--- config.mk ---
export PLATFORM = sky130hd
export DESIGN_NAME = keypad_scan_press_detector_flat
export DESIGN_NICKNAME = d
export VERILOG_FILES = /design/src/rtl/kpd_pkg.sv /design/src/rtl/kpd_in_if.sv /design/src/rtl/kpd_out_if.sv /design/src/rtl/kpd_scatter.sv /design/src/rtl/keypad_scan_press_detector.sv /design/src/flat_wrapper.sv
export SDC_FILE = /design/constraint.sdc
export NUM_CORES = 1
export LEC_CHECK = 0
export BUFFER_PORTS_ARGS = -buffer_cell sky130_fd_sc_hd__buf_2
export CAP_MARGIN = 20
export CORE_ASPECT_RATIO = 1.75
export CORE_MARGIN = 4
export CORE_UTILIZATION = 35
export CTS_CLUSTER_SIZE = 20
export DETAILED_ROUTE_END_ITERATION = 8
export SYNTH_ARGS = -nofsm -noshare
export SYNTH_HDL_FRONTEND = slang
export SYNTH_SLANG_ARGS = --single-unit
--- constraint.sdc ---
create_clock -name i_clk -period 4.4 [get_ports i_clk]
set_input_delay 0 -clock i_clk [delete_from_list [all_inputs] [get_ports i_clk]]
set_output_delay 0 -clock i_clk [all_outputs]
set_load 0.005 [all_outputs]
--- src/rtl/kpd_pkg.sv ---
// Package for the keypad scan press detector.
// Holds key map types, sizes, configuration register indexes and reset values.
// No dependencies.
package kpd_pkg;

    localparam int KEYS          = 16;
    localparam int MAX_ROWS      = 16;
    localparam int HISTORY_DEPTH = 4;
    localparam int HISTORY_HALF  = HISTORY_DEPTH / 2;
    localparam int CFG_W         = 5;
    localparam int CFG_IDX_W     = 1;
    localparam int IDX_W         = 10;

    typedef logic [KEYS-1:0]  t_key_map;
    typedef logic [15:0]      t_levels;
    typedef logic [3:0]       t_column;
    typedef logic [31:0]      t_time;
    typedef logic [CFG_W-1:0] t_cfg;
    typedef logic [CFG_IDX_W-1:0] t_cfg_idx;

    localparam t_cfg_idx REG_ROW_COUNT = 1'd0;
    localparam t_cfg_idx REG_COL_COUNT = 1'd1;

    localparam t_cfg ROW_COUNT_RESET = 5'd4;
    localparam t_cfg COL_COUNT_RESET = 5'd4;
    localparam t_cfg ROWS_LIMIT      = 5'(MAX_ROWS);

    localparam t_key_map ALL_ONES = '1;

endpackage

--- src/rtl/kpd_in_if.sv ---
// Input channel of the keypad scan press detector: one column sample per transaction.
// Depends on kpd_pkg.
interface kpd_in_if;
    import kpd_pkg::*;

    logic    valid;
    logic    ready;
    t_column column;
    t_levels row_levels;
    logic    last_column;
    t_time   now;

    modport source (output valid, column, row_levels, last_column, now, input ready);
    modport sink   (input valid, column, row_levels, last_column, now, output ready);
endinterface

--- src/rtl/kpd_out_if.sv ---
// Output channel of the keypad scan press detector: one result per completed scan.
// Depends on kpd_pkg.
interface kpd_out_if;
    import kpd_pkg::*;

    logic     valid;
    logic     ready;
    t_key_map down_keys;
    t_key_map press_keys;

    modport source (output valid, down_keys, press_keys, input ready);
    modport sink   (input valid, down_keys, press_keys, output ready);
endinterface

--- src/rtl/kpd_scatter.sv ---
// Scatters the row levels of one column sample into the key down map.
// Depends on kpd_pkg.
module kpd_scatter (
    input  kpd_pkg::t_cfg     i_row_count,
    input  kpd_pkg::t_cfg     i_col_count,
    input  kpd_pkg::t_column  i_column,
    input  kpd_pkg::t_levels  i_row_levels,
    input  kpd_pkg::t_key_map i_down,
    output kpd_pkg::t_key_map o_down
);
    import kpd_pkg::*;

    t_cfg             rows_eff;
    logic [IDX_W-1:0] idx [MAX_ROWS];
    logic [MAX_ROWS-1:0] row_on;

    assign rows_eff = (i_row_count > ROWS_LIMIT) ? ROWS_LIMIT : i_row_count;

    always_comb begin
        for (int r = 0; r < MAX_ROWS; r++) begin
            idx[r]    = IDX_W'(r) * IDX_W'(i_col_count) + IDX_W'(i_column);
            row_on[r] = CFG_W'(r) < rows_eff;
        end
    end

    // Where several rows land on one key, the highest row wins.
    always_comb begin
        for (int k = 0; k < KEYS; k++) begin
            o_down[k] = i_down[k];
            for (int r = 0; r < MAX_ROWS; r++) begin
                if (row_on[r] && idx[r] == IDX_W'(k)) begin
                    o_down[k] = ~i_row_levels[r];
                end
            end
        end
    end
endmodule

--- src/rtl/keypad_scan_press_detector.sv ---
// Keypad scan press detector top level.
// Depends on kpd_pkg, kpd_in_if, kpd_out_if and kpd_scatter.
//
// Usage:
// The input channel carries one column sample per transaction: the column index,
// the active-low row levels, a last-column flag and a millisecond time stamp.
// Each sample updates the key down map. A sample with the last-column flag ends
// a scan and produces one transaction on the output channel with the down map
// and the map of debounced new presses; other samples produce nothing.
// The configuration port writes the row count and the column count.
// Throughput is one sample per cycle while no last-column sample has to wait.
// An accepted sample enters the input register; its result, the output register.
// The window history, down map and window time update in the same single cycle.
// When the receiver stalls, the result waits in the output register; samples
// without the flag keep flowing, and a last-column sample waits in the input
// register until the output register is free.
// Reset clears the down map, the window history and the window time, and sets
// both counts to four. There is no clearing pass.
module keypad_scan_press_detector (
    input  logic               i_clk,
    input  logic               i_rst_n,
    kpd_in_if.sink             i_in,
    kpd_out_if.source          o_out,
    input  logic               i_cfg_we,
    input  kpd_pkg::t_cfg_idx  i_cfg_index,
    input  kpd_pkg::t_cfg      i_cfg_wdata
);
    import kpd_pkg::*;

    t_cfg     r_row_count;
    t_cfg     r_col_count;
    logic     r_stg_valid;
    t_column  r_stg_column;
    t_levels  r_stg_levels;
    logic     r_stg_last;
    t_time    r_stg_now;
    t_key_map r_down;
    t_key_map r_hist [HISTORY_DEPTH];
    t_time    r_wtime;
    logic     r_out_valid;
    t_key_map r_out_down;
    t_key_map r_out_press;

    t_key_map n_down;
    t_key_map held;
    t_key_map was_up;
    logic     win_open;
    logic     stg_go;
    logic     stg_adv;
    logic     in_ready;

    kpd_scatter u_scatter (
        .i_row_count  (r_row_count),
        .i_col_count  (r_col_count),
        .i_column     (r_stg_column),
        .i_row_levels (r_stg_levels),
        .i_down       (r_down),
        .o_down       (n_down)
    );

    always_comb begin
        held   = ALL_ONES;
        was_up = ALL_ONES;
        for (int i = 0; i < HISTORY_DEPTH; i++) begin
            if (i < HISTORY_HALF) begin
                held = held & r_hist[i];
            end else begin
                was_up = was_up & ~r_hist[i];
            end
        end
    end

    assign win_open = r_stg_now > r_wtime;
    assign stg_go   = !r_stg_last || !r_out_valid || o_out.ready;
    assign stg_adv  = r_stg_valid && stg_go;
    assign in_ready = !r_stg_valid || stg_go;

    assign i_in.ready       = in_ready;
    assign o_out.valid      = r_out_valid;
    assign o_out.down_keys  = r_out_down;
    assign o_out.press_keys = r_out_press;

    always_ff @(posedge i_clk) begin
        if (!i_rst_n) begin
            r_row_count <= ROW_COUNT_RESET;
            r_col_count <= COL_COUNT_RESET;
            r_stg_valid <= 1'b0;
            r_down      <= '0;
            r_wtime     <= '0;
            r_out_valid <= 1'b0;
            for (int i = 0; i < HISTORY_DEPTH; i++) begin
                r_hist[i] <= '0;
            end
        end else begin
            if (i_cfg_we) begin
                unique case (i_cfg_index)
                    REG_ROW_COUNT: r_row_count <= i_cfg_wdata;
                    REG_COL_COUNT: r_col_count <= i_cfg_wdata;
                    default: ;
                endcase
            end

            if (in_ready) begin
                r_stg_valid <= i_in.valid;
                if (i_in.valid) begin
                    r_stg_column <= i_in.column;
                    r_stg_levels <= i_in.row_levels;
                    r_stg_last   <= i_in.last_column;
                    r_stg_now    <= i_in.now;
                end
            end

            if (stg_adv) begin
                r_down <= n_down;
                if (r_stg_last) begin
                    if (win_open) begin
                        for (int i = HISTORY_DEPTH - 1; i > 0; i--) begin
                            r_hist[i] <= r_hist[i-1];
                        end
                        r_hist[0] <= n_down;
                        r_wtime   <= r_stg_now;
                    end else begin
                        r_hist[0] <= r_hist[0] & n_down;
                    end
                end
            end

            if (stg_adv && r_stg_last) begin
                r_out_valid <= 1'b1;
                r_out_down  <= n_down;
                r_out_press <= win_open ? (held & was_up) : '0;
            end else if (o_out.ready) begin
                r_out_valid <= 1'b0;
            end
        end
    end
endmodule

--- src/flat_wrapper.sv ---
// flat-port wrapper written by rule: the top's interface ports become plain ports
module keypad_scan_press_detector_flat import kpd_pkg::*;
  (i_clk, i_rst_n, i_cfg_we, i_cfg_index, i_cfg_wdata, i_in_valid, i_in_column, i_in_row_levels, i_in_last_column, i_in_now, i_in_ready, o_out_valid, o_out_down_keys, o_out_press_keys, o_out_ready);
  kpd_in_if i_in_i ();
  kpd_out_if o_out_i ();
  input  logic i_clk;
  input  logic i_rst_n;
  input  logic i_cfg_we;
  input  kpd_pkg::t_cfg_idx i_cfg_index;
  input  kpd_pkg::t_cfg i_cfg_wdata;
  input wire logic [$bits(i_in_i.valid)-1:0] i_in_valid;
  input wire logic [$bits(i_in_i.column)-1:0] i_in_column;
  input wire logic [$bits(i_in_i.row_levels)-1:0] i_in_row_levels;
  input wire logic [$bits(i_in_i.last_column)-1:0] i_in_last_column;
  input wire logic [$bits(i_in_i.now)-1:0] i_in_now;
  output wire logic [$bits(i_in_i.ready)-1:0] i_in_ready;
  output wire logic [$bits(o_out_i.valid)-1:0] o_out_valid;
  output wire logic [$bits(o_out_i.down_keys)-1:0] o_out_down_keys;
  output wire logic [$bits(o_out_i.press_keys)-1:0] o_out_press_keys;
  input wire logic [$bits(o_out_i.ready)-1:0] o_out_ready;
  assign i_in_i.valid = i_in_valid;
  assign i_in_i.column = i_in_column;
  assign i_in_i.row_levels = i_in_row_levels;
  assign i_in_i.last_column = i_in_last_column;
  assign i_in_i.now = i_in_now;
  assign i_in_ready = i_in_i.ready;
  assign o_out_valid = o_out_i.valid;
  assign o_out_down_keys = o_out_i.down_keys;
  assign o_out_press_keys = o_out_i.press_keys;
  assign o_out_i.ready = o_out_ready;
  keypad_scan_press_detector u_core (.i_clk(i_clk), .i_rst_n(i_rst_n), .i_in(i_in_i), .o_out(o_out_i), .i_cfg_we(i_cfg_we), .i_cfg_index(i_cfg_index), .i_cfg_wdata(i_cfg_wdata));
endmodule
==> results of run 1 <==
==> state kept, by name, indices dropped and copies added (netlist names) <==
name / count
u_core.r_stg_valid: 1
u_core.o_out.press_keys: 16
u_core.r_stg_now: 32
u_core.r_col_count: 5
u_core.r_wtime: 32
u_core.r_stg_last: 1
u_core.r_stg_column: 4
u_core.r_hist: 64
u_core.o_out.down_keys: 16
u_core.r_down: 16
u_core.r_row_count: 5
u_core.o_out.valid: 1
u_core.r_stg_levels: 16
==> cell usage after synthesis (all sizes together), types with 31 or more instances <==
master,n
nand4,38
nor2b,31
o211ai,34
inv,131
o21ai,88
dfxtp,60
a211oi,37
nor2,128
nor3,76
mux2i,43
clkbuf,102
nand3,85
ha,124
nand2,173
and3,67
edfxtp,149
fa,38
a21oi,77
nor4,38
==> layout make-up <==
class / instances / area [um2]
clock inverter: 16 / 158.9
tap: 666 / 833.3
multi-input combinational: 1575 / 12890
timing repair buffer: 772 / 6033
inverter: 132 / 501.7
clock buffer: 26 / 596.8
sequential: 209 / 5692
antenna: 1 / 2.502
fill: 4682 / 23750
==> report_power, final <==
| part | switching, mW | total, mW | internal [mW] |
|---|---|---|---|
| combinational | 1.75 | 3.12 | 1.37 |
| sequential | 0.0774 | 2.27 | 2.20 |
| clock | 0.901 | 2.01 | 1.11 |
| total | 2.73 | 7.41 | 4.68 |
==> logic make-up after synthesis <==
logic type,Yosys count,synth area share
simple gates,784,0.2315
mux,53,0.03063
buf+inv,248,0.05321
compound gates,548,0.2234
fa+ha+maj,162,0.1295
flops,209,0.3180
xor+xnor,28,0.01374
==> timing repair <==
item / 4_1_cts / 5_1_grt
gates resized for setup: 283 / 94
hold buffers: 71 / 0
setup endpoints to repair: 48 / 48
setup buffers: 51 / 18
pin swaps: 87 / 52
hold endpoints to repair: 65 / 0
==> per-layer routing <==
layer  share of wire  up-vias
met3           0.043      386
met5               0        -
li1                -     9123
met1            0.33     9765
met2            0.50      779
met4            0.13        0
==> stage by stage <==
stage          std cells  cell area, um2    util
2_1_floorplan       2032           17890       -
3_3_place_gp        3221           22930  0.4545
3_5_place_dp        3221           22930  0.4545
4_1_cts             3382           26170  0.5186
5_1_grt             3396           26710  0.5293
6_report            3397           26710  0.5294
==> worst max-delay path by stage <==
stage                                        from                                 end  slack, ps  cells past startpoint
2_1_floorplan  u_core.r_col_count[2]$_SDFFE_PN1P_  u_core.r_hist[0][11]$_SDFFCE_PN0P_         -2                     14
5_1_grt        u_core.r_col_count[1]$_SDFFE_PN0P_  u_core.r_hist[0][10]$_SDFFCE_PN0P_       -560                     17
6_report       u_core.r_col_count[1]$_SDFFE_PN0P_  u_core.r_hist[0][10]$_SDFFCE_PN0P_       -440                     18
3_3_place_gp   u_core.r_col_count[1]$_SDFFE_PN0P_   u_core.r_hist[0][1]$_SDFFCE_PN0P_       -670                     18
4_1_cts        u_core.r_col_count[1]$_SDFFE_PN0P_  u_core.r_hist[0][10]$_SDFFCE_PN0P_       -380                     18
3_5_place_dp   u_core.r_col_count[1]$_SDFFE_PN0P_   u_core.r_hist[0][1]$_SDFFCE_PN0P_       -750                     18
==> worst reg2reg max path, stage by stage (launching register included) <==
cell      delay [ps]
dfxtp_4          360
fa_1             590
inv_2             60
buf_6            110
fa_1             460
fa_1             510
inv_2             50
ha_4             240
a211oi_4         300
buf_6            150
xor2_2            60
a21o_1           190
and3_4           190
nor3b_4          170
and2_4           170
a222oi_1         370
o221ai_1         220
o211a_1          250
o211a_1          140
==> layout by cell type, fill, tap and decap left out, types with 18 or more instances in the layout <==
master,count
buf_2,97
nor2_1,112
a21oi_1,55
o211ai_1,34
and2_1,18
buf_6,50
buf_4,544
mux2i_1,42
a211oi_1,29
nand2_1,167
a21oi_2,18
nand3_1,75
nand4_1,38
edfxtp_1,149
ha_4,26
and3_1,62
inv_1,112
a31oi_1,22
nor3_1,64
nor2b_1,29
clkbuf_16,23
a21o_1,25
o21ai_0,71
nor4_1,31
fa_1,33
ha_1,93
dlygate4sd3_1,71
nand2b_1,23
or3_1,19
dfxtp_1,55
==> reports/summary.txt, run 1 <==
============================================================================
Vias in the first global route ................................        21050
Overflow left after global routing ............................            0
Synth Net Count ...............................................         2258
Layer with the highest usage after global routing .............         met2
Mean instance size in the synthesized netlist .................    8.784 um2
Post-synth cell types .........................................           95
Kind of cell adding the most delay to the critical path .......  adder cells
Count of boundary I/O pins ....................................           98
Number of failing hold endpoints at the final stage ...........            0
Delay contributed by the slowest stage of the critical path ...       590 ps
Clock network latency to the later pin of the worst-skew pair .       560 ps
Cell mode on critical path ....................................         fa_1
Area fraction of the dominant cell type after synthesis .......       0.2507
#FFs+latches synth ............................................          209
Fin worst setup slack .........................................    -442.2 ps
DR vias/cell ..................................................        5.903
Count of input and output buffers .............................           97
Max-capacitance violation count ...............................            0
Drt pass-1 iters ..............................................            7
Die outline width .............................................     178.7 um
Most area-hungry cell type in the Yosys netlist ...............     edfxtp_1
Worst Path Required ...........................................      4710 ps
Result of the run ............................................. finished with violations
Final number of max-transition violations .....................            0
Vert. Die Dim .................................................     306.7 um
Number of failing setup endpoints in the final timing report ..           48
DR vias .......................................................        20050
Clock transition at the registers of the reported paths .......        70 ps
Pin count of the biggest net entering global routing ..........           61
Worst IR drop on VDD ..........................................     266.5 uV
Met3 Track Usage GR ...........................................      0.04280
Hold EP ....................................................... u_core.r_stg_levels[0]$_DFFE_PP_
P&R area growth vs syn ........................................       49.66%
Cell chain of the critical path ............................... fa_1 -> inv_2 -> buf_6 -> fa_1 -> fa_1 -> inv_2 -> ha_4 -> a211oi_4 -> buf_6 -> xor2_2 -> a21o_1 -> and3_4 -> nor3b_4 -> and2_4 -> a222oi_1 -> o221ai_1 -> o211a_1 -> o211a_1
Ys Warns ......................................................            0
Min-delay src ................................................. i_in_row_levels[0]
Clock Tree Root ...............................................    clkbuf_16
Synth Instances ...............................................         2032
CTS max path bufs .............................................            3
Global routing usage on met2 ..................................       0.6141
Highest-delay cell along the critical path ....................         fa_1
Leakage power summed over all cells ...........................     10.97 nW
Core Box Area .................................................  0.05046 mm2
Buf/Inv on CP .................................................            4
Data arrival time of the critical path ........................      5150 ps
Share of the clock period used by the worst path ..............        1.100
Wire length of the first global-routing pass ..................    138000 um
Number of flops mapped to enable cells by yosys ...............          149
Number of antenna-violating nets in the routed design .........            0
Setup tns final ...............................................    -12760 ps
Worst Hold Margin .............................................     149.5 ps
Die outline area ..............................................  0.05481 mm2
Violations in the final reports ............................... negative setup slack
Min-Delay Path Depth ..........................................            2
Post-layout net count .........................................         2939
Post-layout minimum cycle time ................................      4842 ps
Netlist area before placement .................................  0.01785 mm2
Worst slack after detailed placement ..........................    -751.7 ps
Core Rows .....................................................          109
Clock tree from TritonCTS .....................................         done
Origin of the critical flop-to-flop path ...................... u_core.r_col_count[1]$_SDFFE_PN0P_
Areal power density over the cells ............................ 277.3 mW/mm2
Number of H-tree levels .......................................            1
DRC violation count after routing .............................            0
Worst-case headroom to the max-slew limit .....................       0.2737
Critical setup path kind ...................................... flip-flop to flip-flop
Share of flip-flops with an asynchronous set or reset .........            0
Number of clock buffers inserted by TritonCTS .................           23
Proportion of synthesized chip area in sequential cells .......       0.3180
Clk sinks .....................................................          209
Worst-case clock skew .........................................     14.26 ps
Highest Clock Rate ............................................    206.5 MHz
Drt wl/cell ...................................................     28.21 um
FF-to-FF path depth ...........................................           18
Slew @ Worst Pin ..............................................      1089 ps
Worst R2R End ................................................. u_core.r_hist[0][10]$_SDFFCE_PN0P_
Iteration-0 DRC Markers .......................................         1451
Starting Density ..............................................       0.3537
Most instantiated flip-flop cell in the synthesis netlist .....     edfxtp_1
Final estimated routing congestion in global placement ........        1.013
Overall Global Routing Usage ..................................       0.3431
Half-perimeter wire length after detailed placement ...........     77330 um
Met1 track demand over resource ...............................       0.3326
Ranking of synthesized cells by area .......................... edfxtp_1 (25%), ha_1 (8.7%), dfxtp_1 (6.7%), fa_1 (4.3%), nand2_1 (3.6%)
Critical path startpoint category .............................    flip-flop
Endpoint kind of the worst setup timing path ..................    flip-flop
Fraction of final layout cells sized beyond drive strength 1 ..       0.3740
R2R setup slack ...............................................      -440 ps
Class of the tightest hold or removal check ................... input port to flip-flop
Total power ...................................................     7.408 mW
RSZ-0062 raised after global routing ..........................         true
Top fanout value on the critical path .........................            3
Wire length after detailed routing ............................     95830 um
Antenna violations before repair ..............................            0
============================================================================
No activity file was read; power rests on OpenSTA's default activity.
==> run 2, diff against run 1 <==
- CORE_ASPECT_RATIO: 1.75 -> 0.6
==> run 2 against run 1 <==
Compared with the run above:
- the flow still finishes with violations (negative setup slack)
- critical path depth grew 1
- final cell count shrank 1.0%
- non-clock buffer count shrank 48
- critical endpoint is now u_core.r_down[9]$_SDFFE_PN0P_
- largest cell class unchanged
==> reports/summary.txt, run 2 (same netlist as run 1, synthesis figures left out) <==
============================================================================
Overflow left after global routing ............................            0
Total non-filler cell area in the finished layout .............  0.02589 mm2
Vias in the first global route ................................        19320
Count of input and output buffers .............................           97
Worst slack after detailed placement ..........................    -778.2 ps
Worst-case clock skew .........................................     19.61 ps
Layer with the highest usage after global routing .............         met1
Result of the run ............................................. finished with violations
Fraction of final layout cells sized beyond drive strength 1 ..       0.3466
Drt wl/cell ...................................................     26.95 um
Worst-case headroom to the max-slew limit .....................       0.3774
Final estimated routing congestion in global placement ........        1.022
DR vias/cell ..................................................        5.990
Global routing usage on met2 ..................................       0.4265
Clock tree from TritonCTS .....................................         done
Total power ...................................................     7.164 mW
Most flops, register .......................................... u_core.r_hist
Clock network latency to the later pin of the worst-skew pair .       540 ps
DR vias .......................................................        20140
Most frequent cells in the layout ............................. buf_4 (515), nand2_1 (167), edfxtp_1 (149)
Met3 Track Usage GR ...........................................       0.1143
Top fanout value on the critical path .........................            3
Starting Density ..............................................       0.3577
Wire length after detailed routing ............................     90600 um
Largest registers in the final layout ......................... u_core.r_hist (64), u_core.r_stg_now (32), u_core.r_wtime (32)
Worst IR drop on VDD ..........................................     294.5 uV
Max FFs per register ..........................................           64
Number of H-tree levels .......................................            1
P&R area growth vs syn ........................................       45.03%
Overall Global Routing Usage ..................................       0.3217
Setup tns final ...............................................    -17030 ps
Post-layout minimum cycle time ................................      4977 ps
Instance count after placement with tap cells included ........         3222
Number of antenna-violating nets in the routed design .........            0
Number of failing setup endpoints in the final timing report ..           48
Class of the tightest hold or removal check ................... input port to flip-flop
Slew @ Worst Pin ..............................................     930.4 ps
Max-capacitance violation count ...............................            0
Die outline area ..............................................  0.05479 mm2
Violations in the final reports ............................... negative setup slack
Critical path startpoint category .............................    flip-flop
DRC violation count after routing .............................            0
RSZ-0062 raised after global routing ..........................         true
Leading cell type in the layout, fill and taps excluded .......        buf_4
Final number of max-transition violations .....................            0
Final cell count without fillers ..............................         3362
Critical setup path kind ...................................... flip-flop to flip-flop
Met1 track demand over resource ...............................       0.4956
Number of clock buffers inserted by TritonCTS .................           22
Core Box Area .................................................  0.04990 mm2
Placed cell area ..............................................  0.02283 mm2
Clk sinks .....................................................          209
Number of fill cells ..........................................         4657
Clock transition at the registers of the reported paths .......        80 ps
Half-perimeter wire length after detailed placement ...........     71780 um
CTS max path bufs .............................................            3
Drt pass-1 iters ..............................................            8
Highest Clock Rate ............................................    200.9 MHz
Antenna violations before repair ..............................            3
Vert. Die Dim .................................................     182.9 um
Number of diodes added for antenna fixing .....................            0
Areal power density over the cells ............................ 276.7 mW/mm2
Post-layout net count .........................................         2890
Core Rows .....................................................           63
Worst Path Required ...........................................      4810 ps
Share of the clock period used by the worst path ..............        1.131
Count of boundary I/O pins ....................................           98
Clock Tree Root ...............................................    clkbuf_16
Data arrival time of the critical path ........................      5390 ps
Die outline width .............................................     299.5 um
Endpoint kind of the worst setup timing path ..................    flip-flop
Number of failing hold endpoints at the final stage ...........            0
Iteration-0 DRC Markers .......................................         2469
Pin count of the biggest net entering global routing ..........           61
Leakage power summed over all cells ...........................     10.61 nW
Wire length of the first global-routing pass ..................    131200 um
Fin worst setup slack .........................................    -577.3 ps
============================================================================
run 2: cell types whose count changed in the layout (fill, tap and decap cells not counted), moves of 8 or more:
cell / previous run / this run
clkbuf_1: 2 / 10
buf_4: 544 / 515
a21oi_1: 55 / 65
buf_6: 50 / 35
ha_4: 26 / 16
a21oi_2: 18 / 8
ha_1: 93 / 104
run 2: cell type report:
type / instances / area [um2] / share of cell area
clock buffer: 35 / 640.6 / 0.02475
timing repair buffer: 724 / 5594 / 0.2161
tap: 682 / 853.3 / 0.03296
clock inverter: 5 / 61.31 / 0.002368
sequential: 209 / 5694 / 0.2200
multi-input combinational: 1575 / 12540 / 0.4844
inverter: 132 / 503.0 / 0.01943
run 2: repair_timing:
item                       4_1_cts  5_1_grt
hold buffers                    67        0
gates resized for setup        242       56
pin swaps                       77       15
hold endpoints to repair        65        0
setup buffers                   29        9
setup endpoints to repair       48       48
run 2: final timing paths:
path	from	end	slack [ps]	cells after the start
max	u_core.r_col_count[2]$_SDFFE_PN1P_	u_core.r_down[9]$_SDFFE_PN0P_	-580	19
min	i_rst_n	u_core.o_out.valid$_SDFFE_PN0P_	60	3
min reg2reg	u_core.r_stg_now[18]$_DFFE_PP_	u_core.r_wtime[18]$_SDFFE_PN0P_	480	2
max reg2reg	u_core.r_col_count[2]$_SDFFE_PN1P_	u_core.r_down[9]$_SDFFE_PN0P_	-580	19
run 2: metal layers:
layer | up-vias | wire length [um]
met2 | 1123 | 33610
met4 | 4 | 1895
met5 | - | 27
li1 | 9041 | -
met3 | 149 | 12250
met1 | 9823 | 42820
run 2: worst max-delay path, stage by stage (launching register included):
cell      delay, ps
dfxtp_4         370
fa_2            610
inv_2            50
buf_6           110
fa_1            460
fa_1            530
inv_2            60
ha_4            240
a211oi_4        270
buf_4           160
xor2_1           60
a21o_1          160
and3_4          190
nor3b_4         170
and2_4          160
a222oi_1        610
buf_4           230
o211a_4         170
o31ai_1          70
and2_1          160
run 2: power breakdown:
part	leakage (nW)	internal [mW]	switching, mW
combinational	8.31	1.29	1.71
sequential	1.96	2.20	0.0836
clock	0.340	1.06	0.825
run 2: through the flow:
step	util	hold WS [ps]
floorplan	-	98.87
global placement	0.4576	175.9
detailed placement	0.4576	178.1
CTS	0.5114	19.21
global route	0.5188	76.26
finish	0.5188	60.13
